==> src/rtl/twofish_h_function_macros.svh <==
// Assertion macros shared by the Twofish h function RTL
`ifndef TWOFISH_H_FUNCTION_MACROS_SVH
`define TWOFISH_H_FUNCTION_MACROS_SVH

// same-cycle implication
`define TFH_ASSERT_IMP(lbl, clk, rst, ante, cons) \
   lbl: assert property (@(posedge clk) disable iff (rst) (ante) |-> (cons)) \
      else $error("tfh assertion failed");

// next-cycle implication
`define TFH_ASSERT_NXT(lbl, clk, rst, ante, cons) \
   lbl: assert property (@(posedge clk) disable iff (rst) (ante) |=> (cons)) \
      else $error("tfh assertion failed");

`endif

==> src/rtl/tfh_pkg.sv <==
// Types, constants and permutation/GF functions for the Twofish h function
package tfh_pkg;

   localparam int WORD_W    = 32;
   localparam int KLEN_W    = 3;
   localparam int CSR_IDX_W = 3;
   localparam int LANES     = 4;

   localparam logic [CSR_IDX_W-1:0] CSR_KEY_LEN   = 3'd0;
   localparam logic [CSR_IDX_W-1:0] CSR_KEY_WORD0 = 3'd1;
   localparam logic [CSR_IDX_W-1:0] CSR_KEY_WORD1 = 3'd2;
   localparam logic [CSR_IDX_W-1:0] CSR_KEY_WORD2 = 3'd3;
   localparam logic [CSR_IDX_W-1:0] CSR_KEY_WORD3 = 3'd4;

   localparam logic [KLEN_W-1:0] KEY_LEN_2 = 3'd2;
   localparam logic [KLEN_W-1:0] KEY_LEN_3 = 3'd3;
   localparam logic [KLEN_W-1:0] KEY_LEN_4 = 3'd4;

   // q0/q1 select per byte lane (bit i = lane i, 1 = q1)
   localparam logic [LANES-1:0] QSEL_K4  = 4'b1001;
   localparam logic [LANES-1:0] QSEL_K3  = 4'b0011;
   localparam logic [LANES-1:0] QSEL_K2A = 4'b1010;
   localparam logic [LANES-1:0] QSEL_K2B = 4'b1100;
   localparam logic [LANES-1:0] QSEL_FIN = 4'b0101;

   localparam logic [7:0] GF_POLY_LO = 8'h69;

   localparam logic [3:0] ROT_NIB [16] = '{
      4'd0, 4'd8, 4'd1, 4'd9, 4'd2, 4'd10, 4'd3, 4'd11,
      4'd4, 4'd12, 4'd5, 4'd13, 4'd6, 4'd14, 4'd7, 4'd15};
   localparam logic [3:0] MIX_NIB [16] = '{
      4'd0, 4'd9, 4'd2, 4'd11, 4'd4, 4'd13, 4'd6, 4'd15,
      4'd8, 4'd1, 4'd10, 4'd3, 4'd12, 4'd5, 4'd14, 4'd7};

   localparam logic [3:0] Q_T [2][4][16] = '{
      '{
         '{4'd8, 4'd1, 4'd7, 4'd13, 4'd6, 4'd15, 4'd3, 4'd2,
           4'd0, 4'd11, 4'd5, 4'd9, 4'd14, 4'd12, 4'd10, 4'd4},
         '{4'd14, 4'd12, 4'd11, 4'd8, 4'd1, 4'd2, 4'd3, 4'd5,
           4'd15, 4'd4, 4'd10, 4'd6, 4'd7, 4'd0, 4'd9, 4'd13},
         '{4'd11, 4'd10, 4'd5, 4'd14, 4'd6, 4'd13, 4'd9, 4'd0,
           4'd12, 4'd8, 4'd15, 4'd3, 4'd2, 4'd4, 4'd7, 4'd1},
         '{4'd13, 4'd7, 4'd15, 4'd4, 4'd1, 4'd2, 4'd6, 4'd14,
           4'd9, 4'd11, 4'd3, 4'd0, 4'd8, 4'd5, 4'd12, 4'd10}
      },
      '{
         '{4'd2, 4'd8, 4'd11, 4'd13, 4'd15, 4'd7, 4'd6, 4'd14,
           4'd3, 4'd1, 4'd9, 4'd4, 4'd0, 4'd10, 4'd12, 4'd5},
         '{4'd1, 4'd14, 4'd2, 4'd11, 4'd4, 4'd12, 4'd3, 4'd7,
           4'd6, 4'd13, 4'd10, 4'd5, 4'd15, 4'd9, 4'd0, 4'd8},
         '{4'd4, 4'd12, 4'd7, 4'd5, 4'd1, 4'd6, 4'd9, 4'd10,
           4'd0, 4'd14, 4'd13, 4'd8, 4'd2, 4'd11, 4'd3, 4'd15},
         '{4'd11, 4'd9, 4'd5, 4'd1, 4'd12, 4'd3, 4'd13, 4'd14,
           4'd6, 4'd4, 4'd7, 4'd15, 4'd2, 4'd0, 4'd8, 4'd10}
      }
   };

   // MDS coefficients, [output byte][input byte]
   localparam logic [7:0] MDS_M [LANES][LANES] = '{
      '{8'h01, 8'hEF, 8'h5B, 8'h5B},
      '{8'h5B, 8'hEF, 8'hEF, 8'h01},
      '{8'hEF, 8'h5B, 8'h01, 8'hEF},
      '{8'hEF, 8'h01, 8'hEF, 8'h5B}
   };

   typedef struct packed {
      logic [KLEN_W-1:0]            key_len;
      logic [LANES-1:0][WORD_W-1:0] key_word;
   } tfh_key_type;

   function automatic logic [7:0] perm_q(input logic sel, input logic [7:0] x);
      logic [3:0] hi, lo, h1, l1, h2, l2, h3, l3, h4, l4;
      hi = x[7:4];
      lo = x[3:0];
      h1 = hi ^ lo;
      l1 = ROT_NIB[lo] ^ MIX_NIB[hi];
      h2 = Q_T[sel][0][h1];
      l2 = Q_T[sel][1][l1];
      h3 = h2 ^ l2;
      l3 = ROT_NIB[l2] ^ MIX_NIB[h2];
      h4 = Q_T[sel][2][h3];
      l4 = Q_T[sel][3][l3];
      return {l4, h4};
   endfunction

   function automatic logic [7:0] gf_mul(input logic [7:0] a, input logic [7:0] b);
      logic [7:0] acc, sh;
      acc = '0;
      sh  = a;
      for (int i = 0; i < 8; i++) begin
         if (b[i]) acc = acc ^ sh;
         sh = {sh[6:0], 1'b0} ^ (sh[7] ? GF_POLY_LO : 8'h00);
      end
      return acc;
   endfunction

endpackage

==> src/rtl/tfh_if.sv <==
// Valid/ready channel interfaces for the h function input and result
interface tfh_req_if;
   import tfh_pkg::*;
   logic              valid;
   logic              ready;
   logic [WORD_W-1:0] word_in;
   modport source (output valid, output word_in, input ready);
   modport sink   (input valid, input word_in, output ready);
endinterface

interface tfh_rsp_if;
   import tfh_pkg::*;
   logic              valid;
   logic              ready;
   logic [WORD_W-1:0] word_out;
   modport source (output valid, output word_out, input ready);
   modport sink   (input valid, input word_out, output ready);
endinterface

==> src/rtl/tfh_core.sv <==
// Keyed q layers and MDS product of the Twofish h function
module tfh_core (
   input  tfh_pkg::tfh_key_type         key,
   input  logic [tfh_pkg::WORD_W-1:0]   word_in,
   output logic [tfh_pkg::WORD_W-1:0]   word_out
);
   import tfh_pkg::*;

   logic use_k4, use_k3, use_k2;
   logic [LANES-1:0][7:0] b4, b3, b2, y;

   assign use_k4 = (key.key_len == KEY_LEN_4);
   assign use_k3 = (key.key_len == KEY_LEN_3) || (key.key_len == KEY_LEN_4);
   assign use_k2 = (key.key_len == KEY_LEN_2) || use_k3;

   always_comb begin
      for (int i = 0; i < LANES; i++) begin
         b4[i] = use_k4 ? perm_q(QSEL_K4[i], word_in[8*i +: 8]) ^ key.key_word[3][8*i +: 8]
                        : word_in[8*i +: 8];
         b3[i] = use_k3 ? perm_q(QSEL_K3[i], b4[i]) ^ key.key_word[2][8*i +: 8] : b4[i];
         b2[i] = use_k2 ? perm_q(QSEL_K2B[i],
                                 perm_q(QSEL_K2A[i], b3[i]) ^ key.key_word[1][8*i +: 8])
                          ^ key.key_word[0][8*i +: 8]
                        : b3[i];
         y[i]  = perm_q(QSEL_FIN[i], b2[i]);
      end
   end

   always_comb begin
      for (int j = 0; j < LANES; j++) begin
         word_out[8*j +: 8] = gf_mul(y[0], MDS_M[j][0]) ^ gf_mul(y[1], MDS_M[j][1])
                            ^ gf_mul(y[2], MDS_M[j][2]) ^ gf_mul(y[3], MDS_M[j][3]);
      end
   end

endmodule

==> src/rtl/twofish_h_function.sv <==
// Twofish h function top level: key registers, input and result registers
//
// Usage:
//   req_ch  - valid/ready input channel, one 32-bit word_in per transfer.
//   rsp_ch  - valid/ready result channel, one 32-bit word_out per transfer.
//   csr_*   - write-only key registers: index 0 key_len, 1..4 key_word0..3.
//             Write them only while no word is in flight.
// Path: an accepted word goes through the input register, the h function
//   logic and then the result register.
// Throughput: one word per cycle while rsp_ch.ready is high; the longest
//   path is five q layers of nibble table lookups and the core's MDS multiply.
// Reset: synchronous, active high; empties both pipeline registers and
//   sets key_len to 2 and all key words to zero.
// Stall: when rsp_ch.ready is low the result register holds, the input
//   register fills behind it, and req_ch.ready drops only when both are
//   full. No transfer is dropped or repeated.
module twofish_h_function (
   input  logic                            clock,
   input  logic                            reset,
   tfh_req_if.sink                         req_ch,
   tfh_rsp_if.source                       rsp_ch,
   input  logic                            csr_we,
   input  logic [tfh_pkg::CSR_IDX_W-1:0]   csr_index,
   input  logic [tfh_pkg::WORD_W-1:0]      csr_wdata
);
   import tfh_pkg::*;

   tfh_key_type       key_ff, key_in;
   logic              s1_valid_ff, s1_valid_in;
   logic [WORD_W-1:0] s1_word_ff;
   logic              rsp_valid_ff, rsp_valid_in;
   logic [WORD_W-1:0] rsp_word_ff;
   logic [WORD_W-1:0] h_word;
   logic              s2_load, s1_load;

   assign s2_load      = !rsp_valid_ff || rsp_ch.ready;
   assign req_ch.ready = !s1_valid_ff || s2_load;
   assign s1_load      = req_ch.valid && req_ch.ready;

   assign s1_valid_in  = s1_load || (s1_valid_ff && !s2_load);
   assign rsp_valid_in = s2_load ? s1_valid_ff : rsp_valid_ff;

   always_comb begin
      key_in = key_ff;
      if (csr_we) begin
         case (csr_index)
            CSR_KEY_LEN:   key_in.key_len     = csr_wdata[KLEN_W-1:0];
            CSR_KEY_WORD0: key_in.key_word[0] = csr_wdata;
            CSR_KEY_WORD1: key_in.key_word[1] = csr_wdata;
            CSR_KEY_WORD2: key_in.key_word[2] = csr_wdata;
            CSR_KEY_WORD3: key_in.key_word[3] = csr_wdata;
            default:       key_in = key_ff;
         endcase
      end
   end

   tfh_core u_core (
      .key      (key_ff),
      .word_in  (s1_word_ff),
      .word_out (h_word)
   );

   always_ff @(posedge clock) begin
      if (reset) begin
         key_ff.key_len  <= KEY_LEN_2;
         key_ff.key_word <= '0;
         s1_valid_ff     <= 1'b0;
         rsp_valid_ff    <= 1'b0;
      end else begin
         key_ff       <= key_in;
         s1_valid_ff  <= s1_valid_in;
         rsp_valid_ff <= rsp_valid_in;
      end
   end

   always_ff @(posedge clock) begin
      if (s1_load) s1_word_ff <= req_ch.word_in;
      if (s2_load) rsp_word_ff <= h_word;
   end

   assign rsp_ch.valid    = rsp_valid_ff;
   assign rsp_ch.word_out = rsp_word_ff;

`include "twofish_h_function_macros.svh"

   `TFH_ASSERT_IMP(a_ready_low_full, clock, reset, !req_ch.ready, s1_valid_ff && rsp_valid_ff)
   `TFH_ASSERT_NXT(a_advance_fills, clock, reset, s1_valid_ff && s2_load, rsp_valid_ff)
   `TFH_ASSERT_NXT(a_s1_holds, clock, reset, s1_valid_ff && !s2_load,
                   s1_valid_ff && $stable(s1_word_ff))
   `TFH_ASSERT_NXT(a_key_len_write, clock, reset, csr_we && (csr_index == CSR_KEY_LEN),
                   key_ff.key_len == $past(csr_wdata[KLEN_W-1:0]))

endmodule
==> src/flat_wrapper.sv <==
// flat-port wrapper written by rule: the top's interface ports become plain ports
module twofish_h_function_flat import tfh_pkg::*;
  (clock, reset, csr_we, csr_index, csr_wdata, req_ch_valid, req_ch_word_in, req_ch_ready, rsp_ch_valid, rsp_ch_word_out, rsp_ch_ready);
  tfh_req_if req_ch_i ();
  tfh_rsp_if rsp_ch_i ();
  input  logic clock;
  input  logic reset;
  input  logic csr_we;
  input  logic [tfh_pkg::CSR_IDX_W-1:0] csr_index;
  input  logic [tfh_pkg::WORD_W-1:0] csr_wdata;
  input wire logic [$bits(req_ch_i.valid)-1:0] req_ch_valid;
  input wire logic [$bits(req_ch_i.word_in)-1:0] req_ch_word_in;
  output wire logic [$bits(req_ch_i.ready)-1:0] req_ch_ready;
  output wire logic [$bits(rsp_ch_i.valid)-1:0] rsp_ch_valid;
  output wire logic [$bits(rsp_ch_i.word_out)-1:0] rsp_ch_word_out;
  input wire logic [$bits(rsp_ch_i.ready)-1:0] rsp_ch_ready;
  assign req_ch_i.valid = req_ch_valid;
  assign req_ch_i.word_in = req_ch_word_in;
  assign req_ch_ready = req_ch_i.ready;
  assign rsp_ch_valid = rsp_ch_i.valid;
  assign rsp_ch_word_out = rsp_ch_i.word_out;
  assign rsp_ch_i.ready = rsp_ch_ready;
  twofish_h_function u_core (.clock(clock), .reset(reset), .req_ch(req_ch_i), .rsp_ch(rsp_ch_i), .csr_we(csr_we), .csr_index(csr_index), .csr_wdata(csr_wdata));
endmodule
==> config.mk <==
export PLATFORM = sky130hd
export DESIGN_NAME = twofish_h_function_flat
export DESIGN_NICKNAME = d
export VERILOG_FILES = /design/src/rtl/tfh_pkg.sv /design/src/rtl/tfh_if.sv /design/src/rtl/tfh_core.sv /design/src/rtl/twofish_h_function.sv /design/src/flat_wrapper.sv
export VERILOG_INCLUDE_DIRS = /design/src /design/src/rtl
export SDC_FILE = /design/constraint.sdc
export NUM_CORES = 2
export LEC_CHECK = 0
export ABC_AREA = 0
export BUFFER_PORTS_ARGS = -buffer_cell sky130_fd_sc_hd__buf_2
export CELL_PAD_IN_SITES_DETAIL_PLACEMENT = 1
export CELL_PAD_IN_SITES_GLOBAL_PLACEMENT = 1
export CORE_UTILIZATION = 35
export CTS_CLUSTER_SIZE = 30
export DETAILED_ROUTE_END_ITERATION = 16
export PLACE_DENSITY_LB_ADDON = 0.1
export SLEW_MARGIN = 10
export SYNTH_ARGS = -nofsm -noshare
export SYNTH_HDL_FRONTEND = slang
export SYNTH_SLANG_ARGS = --single-unit
export TNS_END_PERCENT = 100
==> constraint.sdc <==
create_clock -name clock -period 34.1 [get_ports clock]
set_input_delay 6.82 -clock clock [delete_from_list [all_inputs] [get_ports clock]]
set_output_delay 6.82 -clock clock [all_outputs]
set_load 0.005 [all_outputs]
==> results.sh <==
export IMPL_cts_tree="yes"
export IMPL_pin_count=106
export IMPL_rows=111
export IMPL_drt_pass1_iter_count=5
export IMPL_multi_input_area_sq_um=26500
export IMPL_vias=28601
export IMPL_hold_viol=0
export IMPL_drtIter0Drc=1533
export IMPL_ctsResizeCount=0
export IMPL_yosysWarnings=0
export IMPL_reg2regPathDepth=59
export IMPL_ys_seq_elements=197
export IMPL_tns_ps=0
export IMPL_required_ps=34370
export IMPL_fmax_mhz=54.3
export IMPL_grt_pass1_vias=28510
export IMPL_detail_route_antenna_nets=0
export IMPL_seqCellArea_sq_um=4580
export IMPL_yosysSeqAreaShare_pct=14.0
export IMPL_outcome="finished clean"
export IMPL_slew_violations=0
export IMPL_clk_pin_slew_ps=90
export IMPL_synth_top_cell_area_share_pct=9.53
export IMPL_die_height_um=308
export IMPL_hold_path_endpoint="u_core.key_ff[7]$_SDFFE_PP0P_"
export IMPL_slew_headroom_pct=24.6
export IMPL_cts_hold_buffers=0
export IMPL_r2r_start="u_core.s1_word_ff[20]$_DFFE_PP_"
export IMPL_syn_area_sq_um=32700
export IMPL_yosys_area_top_type="ha_1"
export IMPL_die_x_um=308
export IMPL_grt_setup_unrepaired="false"
export IMPL_cp_start_kind="flop"
export IMPL_r2r_end="u_core.rsp_ch.word_out[27]$_DFFE_PP_"
export IMPL_worst_slew_pin_slew_ps=1130
export IMPL_grt_pass1_wl_mm=167
export IMPL_port_buffers=105
export IMPL_crit_slowest_cell="xor2_1"
export IMPL_min_from="u_core.key_ff[7]$_SDFFE_PP0P_"
export IMPL_grt_overflow=0
export IMPL_maxCapViolCount=0
export IMPL_drive_gt1_share_pct=12.9
export IMPL_end_kind="flop"
export IMPL_fin_crit_ps=18420
export IMPL_drc=0
export IMPL_die_area_sq_um=94600
export IMPL_synth_most_common_cell="nand2_1"
export IMPL_gp_congestion=0.857
export IMPL_synth_cell_type_count=162
export IMPL_synth_cells=3884
export IMPL_root_buffer="clkbuf_16"
export IMPL_final_min_period_over_clock_period_pct=54.0
export IMPL_avgRoutedWirePerCell_um=20.6
export IMPL_cts_sinks=197
export IMPL_grt_max_degree=69
export IMPL_dp_hpwl_mm=84.3
export IMPL_crit_top_cell="ha_1"
export IMPL_antenna_found_initial=8
export IMPL_cts_buffer_depth=2
export IMPL_regToRegSetupSlack_ps=15680
export IMPL_h_tree_depth=4
export IMPL_synth_edf_count=64
export IMPL_area_growth_pct=6.38
export IMPL_synth_top_cells_by_count="nand2_1, xnor2_1, a21oi_1"
export IMPL_fin_nets=4223
export IMPL_critPathArrivalTime_ps=18690
export IMPL_grt_use_total_pct=22.4
export IMPL_synthTopCellsByArea="ha_1, dfxtp_1, xnor2_1"
export IMPL_syn_area_per_cell_sq_um=8.42
export IMPL_core_area_sq_um=92100
export IMPL_cts_setup_buffers=0
export IMPL_cts_buffers=17
export IMPL_hold_path_class="flop to flop"
export IMPL_finalClockSkew_ps=22.8
export IMPL_avgViaCountPerCell=5.54
export IMPL_hold_depth=2
export IMPL_n_fill_cell=10952
export IMPL_slowest_delay_ps=670
export IMPL_clk_latency_ps=540
export IMPL_syn_num_nets=4205
export IMPL_wirelength_mm=106
export IMPL_start_util_pct=35.5
export IMPL_critical_path_class="flop to flop"
export IMPL_setup_viol=0
export IMPL_synthArstFlopShare_pct=0
export IMPL_ys_flop_type="dfxtp_1"
export IMPL_cp_max_fo=10
-- cell type report --
type	count	area share, %
clock buffers	19	1.34
multi-input cells	3328	76.2
clock inverters	13	0.356
flip-flops and latches	197	13.2
inverters	237	2.56
repair buffers	121	1.86
well taps	1243	4.47
diodes	4	0.0288
-- through the flow --
step | cells | hold slack, ps | setup slack [ps] | utilization [%] | area [sq um]
final | 5162 | 464 | 15680 | 37.8 | 34800
after global routing | 5158 | 487 | 14130 | 37.8 | 34800
after CTS | 5158 | 467 | 15570 | 37.8 | 34800
after detailed placement | 5126 | 454 | 15640 | 37.1 | 34200
after global placement | 5126 | 443 | 15750 | 37.1 | 34200
after floorplan | 3884 | 436 | 18490 | - | 32700
-- flip-flops by register name, summed over array words and instances (netlist names) --
signal and count:
u_core.s1_word_ff 32, u_core.s1_valid_ff 1, u_core.rsp_ch.word_out 32, u_core.rsp_ch.valid 1, u_core.key_ff 131
-- routing by layer --
metal	vias to the layer above	wire [um]	GRT usage (%)
li1	14091	-	-
met1	14026	52000	30.8
met2	367	47800	36.3
met3	105	3750	3.10
met4	12	2420	6.19
met5	-	78	0
-- worst max-delay path: cells and delay by family (launching register included) --
kind	cells	cell delay [ps]
xor+xnor	14	5630
simple gates	18	4720
compound gates	11	3280
fa+ha+maj	10	2830
flops	1	630
mux	3	510
buf+inv	3	500
-- placed cells by master, fill, tap and decap left out, drive strengths merged, types with 133 or more instances in the layout --
master,Yosys,layout
nor2,194,194
inv,235,244
mux2i,201,201
ha,249,249
a21oi,285,285
xor2,204,204
xnor2,341,341
o21ai,134,134
dfxtp,133,133
nand2,449,449
-- kinds of logic (layout without fill, tap and decap cells) --
kind of cell	after synthesis	in the layout	share of synthesized area, %
adder cells (fa/ha/maj)	251	251	9.59
multiplexers	266	266	9.91
AND/OR/NAND/NOR	1221	1221	18.9
XOR/XNOR	609	609	20.9
buffers and inverters	359	390	5.06
AO/OA/AOI/OAI	981	981	21.6
flip-flops	197	197	14.0
other	0	4	0
-- how the worst max path moves through the flow --
stage	start	to	slack (ps)
after CTS	u_core.s1_word_ff[20]$_DFFE_PP_	u_core.rsp_ch.word_out[27]$_DFFE_PP_	15570
final	u_core.s1_word_ff[20]$_DFFE_PP_	u_core.rsp_ch.word_out[27]$_DFFE_PP_	15680
after detailed placement	u_core.s1_word_ff[20]$_DFFE_PP_	u_core.rsp_ch.word_out[27]$_DFFE_PP_	15640
after floorplan	u_core.s1_word_ff[16]$_DFFE_PP_	u_core.rsp_ch.word_out[27]$_DFFE_PP_	18490
after global routing	u_core.s1_word_ff[20]$_DFFE_PP_	u_core.rsp_ch.word_out[27]$_DFFE_PP_	14130
after global placement	u_core.s1_word_ff[20]$_DFFE_PP_	u_core.rsp_ch.word_out[27]$_DFFE_PP_	15750
Power is not shown: default switching activity piles up to over one toggle a cycle in this logic, so the estimate is an artifact.
